File: src/psq_pkg.sv
// psq_pkg: shared types and constants for the priority queue with source quota
// depends on nothing; used by psq_cell and priority_queue_with_source_quota_top
`timescale 1ns / 1ps

package psq_pkg;

    localparam int ID_W    = 32;
    localparam int TAG_W   = 16;
    localparam int PRIO_W  = 16;
    localparam int TIME_W  = 32;
    localparam int LIMIT_W = 7;
    localparam int CNT_OUT_W = 7;
    localparam logic [LIMIT_W-1:0] TOTAL_RESET = 7'd64;

    typedef enum logic [2:0] {
        KIND_ENQ      = 3'd0,
        KIND_RM_ID    = 3'd1,
        KIND_RM_SRC   = 3'd2,
        KIND_RM_CONV  = 3'd3,
        KIND_REPRIO   = 3'd4,
        KIND_POP      = 3'd5,
        KIND_PEEK     = 3'd6
    } kind_t;

    typedef enum logic [2:0] {
        ST_OK         = 3'd0,
        ST_BAD_ID     = 3'd1,
        ST_NO_TAG     = 3'd2,
        ST_EMPTY_TEXT = 3'd3,
        ST_DUPLICATE  = 3'd4,
        ST_FULL       = 3'd5,
        ST_SRC_FULL   = 3'd6,
        ST_NOT_FOUND  = 3'd7
    } status_t;

    typedef enum logic [2:0] {
        S_IDLE,
        S_LOAD,
        S_SCAN,
        S_APPLY,
        S_SORT,
        S_RESP
    } state_t;

    typedef enum logic [2:0] {
        CELL_HOLD,
        CELL_SORT,
        CELL_LOAD_NEW,
        CELL_DROP_ID,
        CELL_DROP_SRC,
        CELL_DROP_CONV,
        CELL_SET_PRIO,
        CELL_DROP_HEAD
    } cell_op_t;

    typedef struct packed {
        logic [ID_W-1:0]          id;
        logic [TAG_W-1:0]         conv;
        logic [TAG_W-1:0]         src;
        logic signed [PRIO_W-1:0] prio;
        logic [TIME_W-1:0]        tstamp;
    } entry_t;

    typedef struct packed {
        kind_t                    kind;
        logic [ID_W-1:0]          response_id;
        logic [TAG_W-1:0]         conversation_id;
        logic [TAG_W-1:0]         source_id;
        logic signed [PRIO_W-1:0] priority_req;
        logic [TIME_W-1:0]        created_time;
        logic                     text_empty;
        logic [LIMIT_W-1:0]       per_source_limit;
    } req_t;

    typedef struct packed {
        status_t                  status;
        logic [ID_W-1:0]          out_id;
        logic [TAG_W-1:0]         out_conversation;
        logic [TAG_W-1:0]         out_source;
        logic signed [PRIO_W-1:0] out_priority;
        logic [TIME_W-1:0]        out_time;
        logic [CNT_OUT_W-1:0]     removed_count;
    } rsp_t;

    typedef struct packed {
        cell_op_t op;
        logic     parity;
        entry_t   key;
    } cell_cmd_t;

    typedef struct packed {
        logic id;
        logic src;
        logic conv;
    } match_t;

    // a strictly ahead of b: higher priority, or same priority and earlier time
    function automatic logic goes_before(input entry_t a, input entry_t b);
        logic r;
        if (a.prio != b.prio)
        begin
            r = (a.prio > b.prio);
        end
        else
        begin
            r = (a.tstamp < b.tstamp);
        end
        return r;
    endfunction

endpackage

File: src/psq_cell.sv
// psq_cell: one queue slot with valid bit, key match and odd-even swap logic
// depends on psq_pkg
`timescale 1ns / 1ps

module psq_cell #(
    parameter int CELL_INDEX = 0,
    parameter int DEPTH      = 64
) (
    input  logic               clk,
    input  logic               rst_n,
    input  psq_pkg::cell_cmd_t cmd,
    input  psq_pkg::entry_t    left_ent,
    input  logic               left_vld,
    input  logic               swap_left,
    input  psq_pkg::entry_t    right_ent,
    input  logic               right_vld,
    output psq_pkg::entry_t    ent,
    output logic               vld,
    output logic               swap_right,
    output psq_pkg::match_t    m
);

    localparam bit IS_FIRST = (CELL_INDEX == 0);
    localparam bit IS_LAST  = (CELL_INDEX == DEPTH - 1);
    localparam bit IS_ODD   = (CELL_INDEX % 2) == 1;

    psq_pkg::entry_t ent_reg, ent_next;
    logic            vld_reg, vld_next;
    logic            pair_on;

    assign ent = ent_reg;
    assign vld = vld_reg;

    assign m.id   = vld_reg && (ent_reg.id == cmd.key.id);
    assign m.src  = vld_reg && (ent_reg.src == cmd.key.src);
    assign m.conv = vld_reg && (ent_reg.conv == cmd.key.conv);

    // pair (this, right) compares on rounds of matching parity
    assign pair_on = (cmd.op == psq_pkg::CELL_SORT) && !IS_LAST && (cmd.parity == IS_ODD);
    assign swap_right = pair_on && right_vld &&
                        (!vld_reg || psq_pkg::goes_before(right_ent, ent_reg));

    always_comb
    begin
        ent_next = ent_reg;
        vld_next = vld_reg;
        unique case (cmd.op)
            psq_pkg::CELL_SORT:
            begin
                if (swap_right)
                begin
                    ent_next = right_ent;
                    vld_next = right_vld;
                end
                else if (swap_left)
                begin
                    ent_next = left_ent;
                    vld_next = left_vld;
                end
            end
            psq_pkg::CELL_LOAD_NEW:
            begin
                if (IS_LAST)
                begin
                    ent_next = cmd.key;
                    vld_next = 1'b1;
                end
            end
            psq_pkg::CELL_DROP_ID:   if (m.id)   vld_next = 1'b0;
            psq_pkg::CELL_DROP_SRC:  if (m.src)  vld_next = 1'b0;
            psq_pkg::CELL_DROP_CONV: if (m.conv) vld_next = 1'b0;
            psq_pkg::CELL_SET_PRIO:  if (m.id)   ent_next.prio = cmd.key.prio;
            psq_pkg::CELL_DROP_HEAD: if (IS_FIRST) vld_next = 1'b0;
            default: ;
        endcase
    end

    always_ff @(posedge clk)
    begin
        ent_reg <= ent_next;
    end

    always_ff @(posedge clk or negedge rst_n)
    begin
        if (!rst_n)
        begin
            vld_reg <= 1'b0;
        end
        else
        begin
            vld_reg <= vld_next;
        end
    end

endmodule

File: config.mk
export PLATFORM = sky130hd
export DESIGN_NAME = psq_cell
export DESIGN_NICKNAME = d
export VERILOG_FILES = /design/src/psq_pkg.sv /design/src/psq_cell.sv
export SDC_FILE = /design/constraint.sdc
export NUM_CORES = 1
export LEC_CHECK = 0
export ABC_CLOCK_PERIOD_IN_PS = 6000
export BUFFER_PORTS_ARGS = -buffer_cell sky130_fd_sc_hd__buf_2
export CAP_MARGIN = 20
export CORE_AREA = 8 8 173 175
export DETAILED_ROUTE_END_ITERATION = 10
export DIE_AREA = 0 0 181 183
export PLACE_DENSITY = 0.65
export SETUP_SLACK_MARGIN = 0.15
export SLEW_MARGIN = 25
export SYNTH_ARGS = -nofsm -noshare
export SYNTH_HDL_FRONTEND = slang
export SYNTH_SLANG_ARGS = --single-unit
export TNS_END_PERCENT = 1
File: constraint.sdc
create_clock -name clk -period 6 [get_ports clk]
set_clock_uncertainty 0.2 [all_clocks]
set_input_delay 0.3 -clock clk [delete_from_list [all_inputs] [get_ports clk]]
set_output_delay 0.3 -clock clk [all_outputs]
set_load 0.01 [all_outputs]
==> impl_results.rst, run 1 <==
.. list-table::
   :header-rows: 1

   * - Metric
     - Value
   * - Via count of the first global-routing pass
     - around 8300
   * - Max-slew violations
     - 0
   * - Type of the tightest min-delay check
     - primary input to flop
   * - Global routing met3 resource utilization
     - 6.61%
   * - Site Rows
     - 61
   * - Number of nets with antenna violations after detailed routing
     - 0
   * - Routing usage on met2
     - 31.9%
   * - Main combinational cell family by area after synthesis
     - multiplexers
   * - Final critical-path required period
     - ~4.8 ns
   * - Synthesized instance count
     - 625
   * - Via-per-instance ratio
     - 4.69
   * - Filler instances
     - between 2000 and 3000
   * - Max Clk Rate
     - 209 MHz
   * - Register bit total from synthesis
     - 113
   * - Violation count after the first detailed-routing iteration
     - 340
   * - Syn Std Cell Area
     - 7290 sq um
   * - Most used flip-flop cell after synthesis
     - sky130_fd_sc_hd__edfxtp_1
   * - Worst EP arrival
     - 4.73 ns
   * - Overall routed net length
     - around 31000 microns
   * - Clock sink total
     - approximately 110
   * - Quantity of hold-fixing buffers added after cts
     - 179
   * - Number of flip-flops in the largest register
     - 112
   * - Die footprint
     - 33100 sq um
   * - Maximum vdd drop
     - 0.000155 V
   * - Count of buffers added by post-CTS timing repair for setup
     - 0
   * - Placer Congestion
     - 0.858
   * - Post-detailed-route wirelength per cell
     - 19.3 microns
   * - Global router's overall resource usage
     - approximately 18%
   * - Most Used Layer, Global Route
     - met2
   * - Number of antenna violations at the first check in global routing
     - 1
   * - Transition at the pin with the smallest max-transition slack
     - approximately 0.75 ns
   * - CTS Buffer Depth
     - 2
   * - Top-Level Pins
     - 462
   * - Area of the placeable core
     - 27300 sq um
   * - Mean cell area of the mapped netlist
     - between 10 and 15 sq um
   * - Post-DP HPWL
     - 23200 microns
   * - Wire length of the first global-routing pass
     - 46100 microns
   * - Synthesized-area fraction occupied by ao, oa, aoi and oai cells
     - 7.26%
   * - Post-synth ARST share
     - less than 1%
   * - Outcome
     - finished clean
   * - Power consumption
     - 2.55 mW
   * - Skew-Pair Late Insertion Delay
     - 0.41 ns
   * - Syn-to-layout area delta
     - 68.2%
   * - Initial Util
     - about a quarter
   * - Pre-Repair DR Iteration Count
     - 4
   * - Sequential fraction of the synthesis area
     - between 40% and 50%
   * - Cell area power density
     - ~210 nW/um^2
   * - MaxCap Viol Count
     - 0
   * - EDFF count, synth
     - 112
   * - Count of buffers from port buffering
     - roughly 430
   * - Sort of element at the start of the critical path
     - flop
   * - CTS Root Buffer Type
     - sky130_fd_sc_hd__clkbuf_16
   * - Number of buffers added by the clock tree synthesis step
     - 17
   * - CTS tree
     - done
   * - Fin. Hold Viols
     - 0
   * - Leakage
     - 5.55 nW
   * - Worst-path clk slew
     - 0.05 ns
   * - RSZ-0062 raised after global routing
     - no
   * - Finish-stage setup viols
     - 0
   * - Portion of netlist area occupied by mux cells
     - 15.3%
   * - CTS H-Tree Depth
     - 4
   * - Highest net fanout along the worst path
     - 51
   * - Height of the chip
     - 183 microns
   * - Congestion Overflow GR
     - 0
   * - Element type at the critical path end
     - flop
   * - Via count
     - between 7000 and 8000
   * - Slew Limit Headroom
     - 49.7%
   * - Net count of the finished layout
     - 1629
   * - Final worst path period share
     - 79.6%
   * - Met1 global-route usage
     - a little under a fifth
   * - Proportion of layout cells with a drive suffix above 1
     - 45.0%
   * - Share of synthesized cell area in and, or, nand and nor gates
     - 10.8%
   * - Maximum number of pins on one net before global-route repair
     - 52
   * - Critical path data required time
     - between 5 and 6 ns
   * - Mapped Nets
     - 1017
   * - Combined area of the multi-input logic cells
     - 3570 sq um
   * - Cells resized by post-CTS repair
     - 0
   * - Count of cell types in the netlist
     - 55
   * - Setup TNS after final layout
     - 0 ns
   * - Sequential cell area in the final layout
     - between 3000 and 4000 sq um
   * - Number of warnings printed during yosys synthesis
     - 0
   * - Synthesized-area fraction occupied by xor and xnor cells
     - 7.45%
   * - Die width
     - 181 microns
   * - Kind of critical path
     - flop to flop
   * - DRC
     - 0
   * - Fraction of the mapped netlist area in adder cells
     - 8.07%
## report_power, final
| part | total [mW] | internal, mW | switching, mW |
|---|---|---|---|
| clock network | 1.14 | 0.768 | 0.370 |
| registers | 0.924 | 0.904 | 0.0202 |
| logic | 0.489 | 0.270 | 0.219 |
## cell type report
| class | instances | share of cell area [%] |
|---|---|---|
| clock buffer | 17 | 3.47 |
| multi-input combinational | 435 | 29.1 |
| inverter | 53 | 1.62 |
| antenna | 1 | 0.0204 |
| clock inverter | 15 | 1.80 |
| timing repair buffer | 617 | 32.8 |
| tap | 346 | 3.53 |
| sequential | 113 | 27.6 |
## cell families after synthesis
logic type      count (synthesis)
simple gates                  148
flops                         113
mux                            97
compound gates                 81
buf+inv                        77
xor+xnor                       62
fa+ha+maj                      47
## layout by cell type, fill, tap and decap left out, types with 18 or more instances in the layout
master                          Yosys  layout
sky130_fd_sc_hd__buf_2              2     429
sky130_fd_sc_hd__dlygate4sd3_1      0     181
sky130_fd_sc_hd__edfxtp_1         112     112
sky130_fd_sc_hd__mux2_2            89      89
sky130_fd_sc_hd__inv_1             52      52
sky130_fd_sc_hd__ha_1              47      47
sky130_fd_sc_hd__xor2_1            39      39
sky130_fd_sc_hd__a21oi_1           35      35
sky130_fd_sc_hd__nand2_1           33      33
sky130_fd_sc_hd__xnor2_1           23      23
sky130_fd_sc_hd__nor2_1            22      22
sky130_fd_sc_hd__nand3_1           20      20
sky130_fd_sc_hd__nand4_1           19      19
sky130_fd_sc_hd__o211ai_1          18      18
## Yosys cell counts (all sizes together), types with 4 or more instances
master	number	area, sq um
edfxtp	112	3360
mux2	96	1100
inv	53	199
ha	47	588
xor2	39	342
a21oi	35	175
nand2	33	124
xnor2	23	201
nor2	22	82.6
nand3	20	100
nand4	19	119
o211ai	18	135
or3	17	106
buf	13	100
clkbuf	11	41.3
nor4	10	62.6
nor3	8	51.3
o21ai	5	36.3
o21a	4	30.0
## final timing paths
kind | slack, ns | end | cells past startpoint | start
max | 1.22 | ent[89]$_DFFE_PP_ | 12 | ent[15]$_DFFE_PP_
min | 0.03 | ent[22]$_DFFE_PP_ | 2 | right_ent[22]
max reg2reg | 1.22 | ent[89]$_DFFE_PP_ | 12 | ent[15]$_DFFE_PP_
min reg2reg | 0.71 | vld$_DFFE_PN0P_ | 2 | vld$_DFFE_PN0P_
max in group asynchronous | 5.47 | vld$_DFFE_PN0P_ | 2 | rst_n
min in group asynchronous | 0.05 | vld$_DFFE_PN0P_ | 2 | rst_n
## worst max-delay path, cell delays in order, from the launching register on
cell and delay (ns):
sky130_fd_sc_hd__edfxtp_1 0.34, sky130_fd_sc_hd__inv_1 0.05, sky130_fd_sc_hd__ha_1 0.32, sky130_fd_sc_hd__nand4_1 0.15
sky130_fd_sc_hd__or3_1 0.43, sky130_fd_sc_hd__o41ai_1 0.56, sky130_fd_sc_hd__o311ai_1 0.19, sky130_fd_sc_hd__and3_1 0.21
sky130_fd_sc_hd__buf_4 0.24, sky130_fd_sc_hd__o21ai_4 0.18, sky130_fd_sc_hd__buf_4 0.58, sky130_fd_sc_hd__mux2_2 0.42
sky130_fd_sc_hd__dlygate4sd3_1 0.58
## stage by stage
stage	setup slack [ns]	area (sq um)	utilization [%]	hold WS, ns	std cells
final	1.22	12300	44.9	0.0306	1597
after global routing	1.06	12300	44.9	0.00339	1597
after CTS	1.30	12200	44.8	0.000565	1594
after detailed placement	1.36	9800	35.9	-0.123	1383
after global placement	1.55	9800	35.9	-0.125	1383
after floorplan	0.670	7290	-	-0.196	625
## routing by layer
layer	routed length (microns)	part of all wire, %
met5	0	0
met4	1350	4.4
met3	2510	8.1
met2	15600	51
met1	11300	37
Power figures use the tool's default switching activity.
==> run 2: changes to the inputs <==
--- a/config.mk
+++ b/config.mk
@@ -5,13 +5,13 @@
 export SDC_FILE = /design/constraint.sdc
 export NUM_CORES = 1
 export LEC_CHECK = 0
-export ABC_CLOCK_PERIOD_IN_PS = 6000
+export ABC_CLOCK_PERIOD_IN_PS = 3900
 export BUFFER_PORTS_ARGS = -buffer_cell sky130_fd_sc_hd__buf_2
 export CAP_MARGIN = 20
 export CORE_AREA = 8 8 173 175
 export DETAILED_ROUTE_END_ITERATION = 10
 export DIE_AREA = 0 0 181 183
-export PLACE_DENSITY = 0.65
+export PLACE_DENSITY = 0.67
 export SETUP_SLACK_MARGIN = 0.15
 export SLEW_MARGIN = 25
 export SYNTH_ARGS = -nofsm -noshare
==> constraint.sdc (replaced) <==
create_clock -name clk -period 3.9 [get_ports clk]
set_clock_uncertainty 0.2 [all_clocks]
set_input_delay 0.195 -clock clk [delete_from_list [all_inputs] [get_ports clk]]
set_output_delay 0.195 -clock clk [all_outputs]
set_load 0.01 [all_outputs]
==> impl_results.rst, run 2 (synthesis results as in run 1) <==
.. list-table::
   :header-rows: 1

   * - Metric
     - Value
   * - Via count
     - 7887 (was 7483)
   * - DRC
     - 0 (unchanged)
   * - Height of the chip
     - 183 microns (unchanged)
   * - Critical path data required time
     - 3.73 ns (was 5.95 ns)
   * - Die footprint
     - 33100 sq um (unchanged)
   * - Clock sink total
     - 113 (unchanged)
   * - Setup TNS after final layout
     - 0 ns (unchanged)
   * - Outcome
     - finished clean (unchanged)
   * - Hold slack final
     - 0.0363 ns (was 0.0306 ns)
   * - Placer Congestion
     - 0.849 (was 0.858)
   * - Count of buffers from port buffering
     - 429 (unchanged)
   * - Worst EP arrival
     - 3.55 ns (was 4.73 ns)
   * - Violation count after the first detailed-routing iteration
     - 428 (was 340)
   * - Worst-path cell with the longest stage delay
     - sky130_fd_sc_hd__o41ai_2 (was sky130_fd_sc_hd__buf_4)
   * - Top-Level Pins
     - 462 (unchanged)
   * - Cell area power density
     - 287 nW/um^2 (was 208 nW/um^2)
   * - Net count of the finished layout
     - 1688 (was 1629)
   * - Slew Limit Headroom
     - 55.7% (was 49.7%)
   * - Transition at the pin with the smallest max-transition slack
     - 0.664 ns (was 0.753 ns)
   * - Initial Util
     - 26.7% (unchanged)
   * - Internal reg-to-reg setup slack
     - 0.18 ns (was 1.22 ns)
   * - Number of flip-flops in the largest register
     - 112 (unchanged)
   * - Source of the worst register-to-register timing path
     - ent[15]$_DFFE_PP_ (unchanged)
   * - Overall routed net length
     - 33800 microns (was 30800 microns)
   * - Site Rows
     - 61 (unchanged)
   * - Die width
     - 181 microns (unchanged)
   * - Fin. Hold Viols
     - 0 (unchanged)
   * - Final critical-path setup slack
     - 0.178 ns (was 1.22 ns)
   * - Pre-Repair DR Iteration Count
     - 4 (unchanged)
   * - Commonest cells after routing, fill and taps aside
     - sky130_fd_sc_hd__buf_2, sky130_fd_sc_hd__dlygate4sd3_1, sky130_fd_sc_hd__edfxtp_1, sky130_fd_sc_hd__mux2_2, sky130_fd_sc_hd__inv_1 (unchanged)
   * - Congestion Overflow GR
     - 0 (unchanged)
   * - Highest net fanout along the worst path
     - 96 (was 51)
   * - Count of inserted antenna diode cells
     - 0 (was 1)
   * - Worst setup timing slack at the placement stage
     - 0.181 ns (was 1.36 ns)
   * - Post-detailed-route wirelength per cell
     - 20.4 microns (was 19.3 microns)
   * - CTS tree
     - done (unchanged)
   * - Leakage
     - 5.76 nW (was 5.55 nW)
   * - Beginning of the critical path
     - ent[15]$_DFFE_PP_ (unchanged)
   * - Worst-path clk slew
     - 0.06 ns (was 0.05 ns)
   * - Max-slew violations
     - 0 (unchanged)
   * - Post-DP HPWL
     - 23500 microns (was 23200 microns)
   * - RSZ-0062 raised after global routing
     - no (unchanged)
   * - Type of the tightest min-delay check
     - primary input to flop (unchanged)
   * - CTS H-Tree Depth
     - 4 (unchanged)
   * - Global router's overall resource usage
     - 19.6% (was 17.9%)
   * - Area of the placeable core
     - 27300 sq um (unchanged)
   * - Final worst path period share
     - 95.4% (was 79.6%)
   * - Via-per-instance ratio
     - 4.77 (was 4.69)
   * - Maximum number of pins on one net before global-route repair
     - 97 (was 52)
   * - MaxCap Viol Count
     - 0 (unchanged)
   * - CTS Buffer Depth
     - 2 (unchanged)
   * - Sort of element at the start of the critical path
     - flop (unchanged)
   * - Element type at the critical path end
     - flop (unchanged)
   * - Commonest non-fill, non-tap cell in the layout
     - sky130_fd_sc_hd__buf_2 (unchanged)
   * - Number of buffers added by the clock tree synthesis step
     - 17 (unchanged)
   * - CTS Root Buffer Type
     - sky130_fd_sc_hd__clkbuf_16 (unchanged)
   * - Wire length of the first global-routing pass
     - 50400 microns (was 46100 microns)
   * - Maximum vdd drop
     - 0.000247 V (was 0.000155 V)
   * - Final critical-path required period
     - 3.72 ns (was 4.78 ns)
   * - Worst r2r path cells
     - 12 (unchanged)
   * - Series of cell instances along the critical path
     - inv_1 > ha_1 > nand4_1 > or3_1 > o41ai_2 > o311ai_1 > and3_1 > o21ai_4 > buf_12 > inv_4 > o21a_4 > buf_12 (was inv_1 > ha_1 > nand4_1 > or3_1 > o41ai_1 > o311ai_1 > and3_1 > buf_4 > o21ai_4 > buf_4 > mux2_2 > dlygate4sd3_1)
   * - Finish-stage setup viols
     - 0 (unchanged)
   * - Skew-Pair Late Insertion Delay
     - 0.42 ns (was 0.41 ns)
   * - Delay contributed by the slowest stage of the critical path
     - 0.46 ns (was 0.58 ns)
   * - End of the worst register-to-register path
     - ent[19]$_DFFE_PP_ (was ent[89]$_DFFE_PP_)
   * - Number of nets with antenna violations after detailed routing
     - 0 (unchanged)
   * - Max Clk Rate
     - 269 MHz (was 209 MHz)
   * - Cell mode on critical path
     - sky130_fd_sc_hd__buf_12 (was sky130_fd_sc_hd__buf_4)
   * - Kind of critical path
     - flop to flop (unchanged)
   * - Via count of the first global-routing pass
     - 8893 (was 8271)
   * - Syn-to-layout area delta
     - 76.1% (was 68.2%)
   * - Capture point of the critical path
     - ent[19]$_DFFE_PP_ (was ent[89]$_DFFE_PP_)
   * - Proportion of layout cells with a drive suffix above 1
     - 44.0% (was 45.0%)
   * - Number of antenna violations at the first check in global routing
     - 1 (unchanged)
-- run 2: cell types whose count changed in the layout (fill, tap and decap cells not counted), sizes merged --
cell / change
clkbuf: +2
diode: -1
clkinv: -1
clkinvlp: +4
bufinv: -5
dlygate4sd3: +54
buf: +4
-- run 2: how the worst min path moves through the flow --
stage,slack (ns),start,endpoint,cells after the start
2_1_floorplan,-0.30,rst_n,vld$_DFFE_PN0P_,0
3_3_place_gp,-0.23,rst_n,vld$_DFFE_PN0P_,1
3_5_place_dp,-0.23,rst_n,vld$_DFFE_PN0P_,1
4_1_cts,0.007,left_ent[33],ent[33]$_DFFE_PP_,5
5_1_grt,0.04,left_ent[33],ent[33]$_DFFE_PP_,5
6_report,0.04,left_ent[33],ent[33]$_DFFE_PP_,5
-- run 2: layout make-up --
cell class              instances  area [sq um]
multi-input cells             435          3620
well taps                     346           433
inverters                      53           201
repair buffers                676          4660
fillers                      2414         14500
clock inverters                13          97.6
clock buffers                  18           429
flip-flops and latches        113          3390
-- run 2: routing by layer --
metal | vias to the layer above | GRT usage [%] | part of all wire (%)
li1 | 3678 | - | -
met1 | 3720 | 20.1 | 36
met2 | 406 | 35.5 | 51
met3 | 81 | 7.14 | 9.2
met4 | 2 | 8.95 | 3.8
met5 | - | 0 | 0.038
-- run 2: worst max-delay path, delay by kind of cell (launching register included) --
kind	cells	cell delay (ns)
adder cells (fa/ha/maj)	1	0.31
buffers and inverters	4	0.41
AO/OA/AOI/OAI	4	1.03
AND/OR/NAND/NOR	3	0.87
flip-flops	1	0.34
-- run 2: report_power, final --
group / switching [mW] / internal, mW / total (mW)
combinational: 0.366 / 0.456 / 0.822
sequential: 0.0314 / 1.39 / 1.42
clock: 0.585 / 0.857 / 1.44
total: 0.982 / 2.70 / 3.69
-- run 2: timing repair --
action / CTS / global route
gates resized for setup: 0 / 3
hold buffers: 235 / 0
buffers inserted: 0 / 2
endpoints found under the setup margin: 0 / 209
hold endpoints to repair: 113 / 0
-- run 2: per-stage QoR --
stage	std cells	utilization (%)	power (mW)	instance area, sq um
2_1_floorplan	625	-	1.74	7340
3_3_place_gp	1385	36.2	2.04	9880
3_5_place_dp	1385	36.2	2.05	9880
4_1_cts	1651	46.7	3.71	12800
5_1_grt	1654	47.0	3.84	12800
6_report	1654	47.0	3.69	12800
